--- config.mk ---
export PLATFORM = sky130hd
export DESIGN_NAME = scc_ctrl
export DESIGN_NICKNAME = d
export VERILOG_FILES = /design/src/sv/scc_pkg.sv /design/src/sv/scc_ctrl.sv
export SDC_FILE = /design/constraint.sdc
export NUM_CORES = 1
export LEC_CHECK = 0
export ABC_AREA = 0
export CAP_MARGIN = 5
export CORE_MARGIN = 2
export CORE_UTILIZATION = 30
export CTS_CLUSTER_DIAMETER = 40
export DETAILED_ROUTE_END_ITERATION = 12
export DONT_BUFFER_PORTS = 1
export PLACE_DENSITY = 0.49
export SLEW_MARGIN = 20
export SYNTH_ARGS = -nofsm -noshare
export SYNTH_HDL_FRONTEND = slang
export SYNTH_SLANG_ARGS = --single-unit
--- constraint.sdc ---
create_clock -name clk -period 1.3 [get_ports clk]
set_input_delay 0.065 -clock clk [delete_from_list [all_inputs] [get_ports clk]]
set_output_delay 0.065 -clock clk [all_outputs]
set_load 0.01 [all_outputs]
--- src/sv/scc_pkg.sv ---
// ----------------------------------------------------------------------------
// scc_pkg: shared types for the strongly connected components block
// Word formats, controller states and the command/status bundles that join
// the controller and the datapath.
// ----------------------------------------------------------------------------
package scc_pkg;

  localparam int MAX_VERTICES_DEF = 64;
  localparam int MAX_EDGES_DEF    = 1024;
  localparam int VC_W             = 7;
  localparam logic [VC_W-1:0] VERTEX_COUNT_RST = 7'd64;

  localparam logic REQ_EDGE = 1'b0;
  localparam logic REQ_RUN  = 1'b1;

  typedef struct packed {
    logic       req_type;
    logic [5:0] edge_from;
    logic [5:0] edge_to;
  } req_t;

  typedef struct packed {
    logic [63:0] member_mask;
    logic [5:0]  component_index;
    logic        dropped_flag;
    logic        last_component;
  } res_t;

  typedef enum logic [3:0] {
    S_IDLE,
    S_F_INIT,
    S_F_NEXT,
    S_W_SCAN,
    S_W_EVAL,
    S_W_POP,
    S_R_INIT,
    S_R_NEXT,
    S_R_POPF,
    S_R_EMIT,
    S_FINISH
  } state_t;

  typedef struct packed {
    logic accept_edge;
    logic run_init;
    logic v_inc;
    logic start_fwd;
    logic scan_read;
    logic eval;
    logic finish_u;
    logic pop_load;
    logic rev_init;
    logic fin_read;
    logic start_rev;
    logic emit;
    logic final_emit;
  } cmd_t;

  typedef struct packed {
    logic v_done;
    logic v_visited;
    logic scan_end;
    logic depth_one;
    logic fdepth_zero;
    logic fin_visited;
    logic pend_valid;
    logic out_free;
    logic rev;
  } stat_t;

endpackage

--- src/sv/scc_ctrl.sv ---
// ----------------------------------------------------------------------------
// scc_ctrl: run sequencer
// Steps both depth-first passes and the component hand-off through the datapath.
// ----------------------------------------------------------------------------
module scc_ctrl (
  input  logic           clk,
  input  logic           rst,
  input  logic           req_fire,
  input  logic           req_is_run,
  input  scc_pkg::stat_t st,
  output scc_pkg::cmd_t  cmd,
  output logic           busy
);
  import scc_pkg::*;

  state_t state, state_next;

  always_ff @(posedge clk) begin
    if (rst) begin
      state <= S_IDLE;
    end else begin
      state <= state_next;
    end
  end

  always_comb begin
    state_next = state;
    case (state)
      S_IDLE:   if (req_fire && req_is_run) state_next = S_F_INIT;
      S_F_INIT: state_next = S_F_NEXT;
      S_F_NEXT: begin
        if (st.v_done) state_next = S_R_INIT;
        else if (!st.v_visited) state_next = S_W_SCAN;
      end
      S_W_SCAN: begin
        if (!st.scan_end) state_next = S_W_EVAL;
        else if (!st.depth_one) state_next = S_W_POP;
        else if (st.rev) state_next = S_R_EMIT;
        else state_next = S_F_NEXT;
      end
      S_W_EVAL: state_next = S_W_SCAN;
      S_W_POP:  state_next = S_W_SCAN;
      S_R_INIT: state_next = S_R_NEXT;
      S_R_NEXT: state_next = st.fdepth_zero ? S_FINISH : S_R_POPF;
      S_R_POPF: state_next = st.fin_visited ? S_R_NEXT : S_W_SCAN;
      S_R_EMIT: if (!st.pend_valid || st.out_free) state_next = S_R_NEXT;
      S_FINISH: if (!st.pend_valid || st.out_free) state_next = S_IDLE;
      default:  state_next = S_IDLE;
    endcase
  end

  always_comb begin
    cmd  = '0;
    busy = 1'b1;
    case (state)
      S_IDLE: begin
        busy            = 1'b0;
        cmd.accept_edge = req_fire && !req_is_run;
      end
      S_F_INIT: cmd.run_init = 1'b1;
      S_F_NEXT: begin
        cmd.v_inc     = !st.v_done && st.v_visited;
        cmd.start_fwd = !st.v_done && !st.v_visited;
      end
      S_W_SCAN: begin
        cmd.scan_read = !st.scan_end;
        cmd.finish_u  = st.scan_end;
      end
      S_W_EVAL: cmd.eval = 1'b1;
      S_W_POP:  cmd.pop_load = 1'b1;
      S_R_INIT: cmd.rev_init = 1'b1;
      S_R_NEXT: cmd.fin_read = !st.fdepth_zero;
      S_R_POPF: cmd.start_rev = !st.fin_visited;
      S_R_EMIT: cmd.emit = !st.pend_valid || st.out_free;
      S_FINISH: cmd.final_emit = !st.pend_valid || st.out_free;
      default:  cmd = '0;
    endcase
  end

endmodule

# ---- After elaboration in Yosys (flattened, before gate mapping)
# Cells that the tools add are included.
dict set report op_classes {
  add_sub_neg 0
  multipliers 0
  div_mod_pow 0
  n_lt_le_gt_ge 0
  n_eq_ne 14
  shift 0
  n_mux 24
  n_bitwise 0
  reduce_logical 15
}
# op count
set op_table {}
lappend op_table {{one-hot mux 4 bit (10 select lines)} 1}
lappend op_table {{two-way mux 4 bit} 8}
lappend op_table {{equality test 4 x 3 -> 1 bit, second input constant} 4}
lappend op_table {{equality test 4 bit, second input constant} 3}
lappend op_table {{two-way mux 1 bit} 12}
lappend op_table {{equality test 4 x 2 -> 1 bit, second input constant} 2}
lappend op_table {{zero test 1 bit} 7}
lappend op_table {{!= test 2 bit, second input constant} 3}
lappend op_table {{equality test 4 x 1 -> 1 bit, second input constant} 1}
lappend op_table {{logical AND 1 bit} 4}
lappend op_table {{zero test 4 bit} 1}
lappend op_table {{two-way mux 2 bit} 2}
lappend op_table {{AND reduction 4 bit} 1}
lappend op_table {{two-way mux 3 bit} 1}
lappend op_table {{!= test 3 bit, second input constant} 1}
lappend op_table {{OR reduction 2 bit} 1}
lappend op_table {{logical OR 1 bit} 1}
dict set report word_totals {
  ff_bits 4
  latchBits 0
  ram_bits 0
  romBits 0
  input_bits 13
  out_inout_bits 14
  wordCells 54
  mem_count 0
}

# ---- Depth between registers and ports, before layout
dict set report logic_depth {
  word_depth 4
  mapped_depth 6
  depth_no_buf 4
}

# ---- Worst setup path after synthesis
# OpenSTA, ideal clock, no wires.
dict set report synth_path {
  path_kind {flip-flop to flip-flop}
  start {register state[2]}
  end {register state[1]}
  setup_ps 67
  t_arrival_ps 1113
  required_time_ps 1233
  path_slack_ps 120
  path_stages_with_launch 6
  n_path_buf 2
  synth_period_minus_slack_ps 1180
  cell_sequence {dfxtp_1 -> buf_6 -> buf_6 -> nand4b_1 -> a311o_1 -> o21ai_2}
}
dict set report synth_between {
  elab_chain_len 3
  elab_cells_between_ends 18
  cone_classes {eq/ne: 14; mux: 1; reduce/logical: 3}
}
# element line_no
set synth_lines {}
lappend synth_lines {{start: declaration} scc_ctrl.sv:16} ;# state_t state, state_next;
lappend synth_lines {{start signal: assignment} scc_ctrl.sv:22} ;# state <= state_next;
lappend synth_lines {{equality test 4 x 3 -> 1 bit, or another cell as far along} scc_ctrl.sv:28} ;# case (state)
lappend synth_lines {{OR reduction 2 bit (no source line), or another cell as far along} n/a}
lappend synth_lines {{one-hot mux 4 bit (10 select lines) or AND reduction 4 bit (tied branches)} n/a}
# Parallel ways exist; a longest one is shown, timed or not.
# A chain may end at the register's enable or synchronous reset.

# ---- Worst setup path after layout
dict set report layout_path {
  start {register state[1]}
  end {register state[1]}
}
# The elaborated chain is that of the path after synthesis.

==> metrics.yaml <==
netlist_instances: 70
largest_reg_flops: 4
clk-insertion-delay-late_ns: 0.23
cts.path.max_buffers: 2
setup_ws_ns: -0.0228
cts_buffers: 3
seq_area_um2: 95.1
wire_per_inst_um: 14.0
peakVddDrop_mv: 0.506
use_met1_pct: 20.7
grt_overflow: 0
pin_count: 27
num_vias: 631
ys.flop_type: "dfxtp_1"
rows: 14
track_usage_pct: 16.4
fin_worst_skew_ns: 0.000461
place_congestion: 0.781
grt_max_degree: 14
r2r-start: "state[1]"
core-area_um2: 1540
synth_area_um2: 509
synth_edf_count: 0
grt_pass1_wl_mm: 2.42
antenna_found_initial: 0
antenna_left: 0
nFillCells: 155
largest-register: "state"
setup_viol: 1
whs_path_depth: 2
grtUsageMet3_pct: 6.80
leakagePower_uw: 0.000380
cts_htree_levels: 1
powerDensity_nw_per_um2: 1140
cp-start-kind: "flip-flop"
fin_crit_sh_pct: 102
hpwl_mm: 1.12
preCtsSetupSlack_ns: -0.122
worst_slew_pin_slew_ns: 0.265
cts_root_buf: "clkbuf_4"
drtIter0Drc: 9
nets: 116
fin_util_pct: 56.2
top_regs: "state: 4 flops"
slew_headroom_pct: 82.4
dieArea_um2: 2040
arrival_ns: 1.48
async_flop_share_pct: 0
multiInputGateArea_um2: 440
r2r_cells: 6
cts_tree: "built"
area_growth_syn_to_layout_pct: 70.0
cap_violations: 0
crit_path_max_fanout: 4
ys_seq_area_share_pct: 15.7
finalHoldViolCount: 0
portBuffers: 0
top_usage_layer: "met2"
synth_seq_cells: 4
clk_pin_slew_ns: 0.04
drc_errors: 0
totalWireLength_mm: 1.64
rsz0062_at_grt: "true"
grt_pass1_vias: 578
yosys_warnings: 0
post_drt_via_cell_ratio: 5.39
critPathCaptureType: "flip-flop"
violations: "setup timing"
required_ns: 1.46
drive_gt1_share_pct: 60.4
fmax_mhz: 756
r2r_end: "state[1]"
worst-r2r-setup-slack_ns: -0.02
die_h_um: 45.2
outcome: "finished with violations"
drtPass1Iterations: 4
synth.distinct_cells: 33
grtUsageMet2_pct: 26.6
synthesis.nets: 83
min_to: "state[3]"
crit_type: "reg2reg"
min_from: "st[0]"
drv_slew: 0
initial_core_util_pct: 33.0
tns_ns: -0.0228
hold_class: "in2reg"
postSynthAreaPerCell_um2: 7.27
fin_crit_ns: 1.32
die_w_um: 45.2
cts.sinks: 4
n_antenna_cell: 0
power_uw: 986
==> routing by layer <==
layer	share of wire, %	wire length, µm
met1	43	709
met2	50	818
met3	6.4	105
met4	0.31	5
met5	0	0
==> worst max-delay path, stage by stage, from the launching register on <==
cell      delay (ns)
dfxtp_4         0.36
buf_12          0.11
nor2b_4         0.16
nand4b_1        0.14
buf_4           0.16
a311o_1         0.26
o21ai_2         0.06
==> metrics by stage <==
stage | cells | cell area, µm² | hold WS, ns
3_5_place_dp | 105 | 661 | 0.143
2_1_floorplan | 70 | 509 | 0.134
4_1_cts | 115 | 810 | 0.0153
6_report | 117 | 866 | 0.0176
5_1_grt | 117 | 866 | 0.0161
3_3_place_gp | 105 | 661 | 0.139
==> synthesized netlist by cell type, drive strengths merged, types with 2 or more instances <==
master	count	share of area, %
nand3	7	6.9
xor2	2	3.4
nand4b	2	3.4
nand2b	3	3.7
buf	5	9.6
o21ai	3	3.7
inv	5	3.7
nand2	8	5.9
nor2b	2	2.9
o21a	2	2.9
nor2	6	5.4
nor3	5	4.9
a31oi	2	2.5
dfxtp	4	16
==> placed cells by master, fill, tap and decap left out, drive strengths merged <==
cell type / netlist / final
buf: 5 / 32
nand2: 8 / 8
nand3: 7 / 7
nor2: 6 / 6
inv: 5 / 5
nor3: 5 / 5
dfxtp: 4 / 4
clkbuf: 0 / 3
nand2b: 3 / 3
o21ai: 3 / 3
nand4b: 2 / 2
xor2: 2 / 2
a31oi: 2 / 2
o21a: 2 / 2
nor2b: 2 / 2
nor3b: 1 / 1
and2b: 1 / 1
nor4b: 1 / 1
and3: 1 / 1
nand4: 1 / 1
a21oi: 1 / 1
a2bb2oi: 1 / 1
o32ai: 1 / 1
or3: 1 / 1
o211ai: 1 / 1
a221oi: 1 / 1
a22o: 1 / 1
a311oi: 1 / 1
a311o: 1 / 1
dlygate4sd3: 0 / 1
==> worst max-delay path by stage <==
stage             start        to  cells after the start
2_1_floorplan  state[2]  state[1]                      5
3_3_place_gp   state[2]  state[1]                      4
3_5_place_dp   state[2]  state[1]                      4
4_1_cts        state[1]    cmd[9]                      4
5_1_grt        state[1]  state[1]                      6
6_report       state[1]  state[1]                      6
==> where the power goes <==
part	internal [µW]	switching [µW]
Clock	103	50.7
Combinational	365	283
Sequential	146	37.6
Total	614	372
==> repair_timing <==
action                                 CTS  global route
setup buffers                            7             2
setup endpoints to repair               18            15
endpoints found under the hold margin    2             0
hold buffers                             1             0
pin swaps                                5             3
resized for setup                       19             9
==> cells by family (layout without fill, tap and decap cells) <==
| group | after synthesis | in the layout | share of synthesized area [%] |
|---|---|---|---|
| compound gates | 15 | 15 | 24.8 |
| xor+xnor | 2 | 2 | 3.44 |
| buf+inv | 10 | 41 | 13.3 |
| flops | 4 | 4 | 15.7 |
| simple gates | 39 | 39 | 42.8 |
==> layout make-up <==
cell class / count / area share (%)
flip-flops and latches: 4 / 11.0
inverters: 5 / 2.46
multi-input cells: 56 / 50.9
well taps: 16 / 2.31
repair buffers: 33 / 30.8
clock buffers: 3 / 2.60
Note: power is estimated with default switching activity, not from simulation.
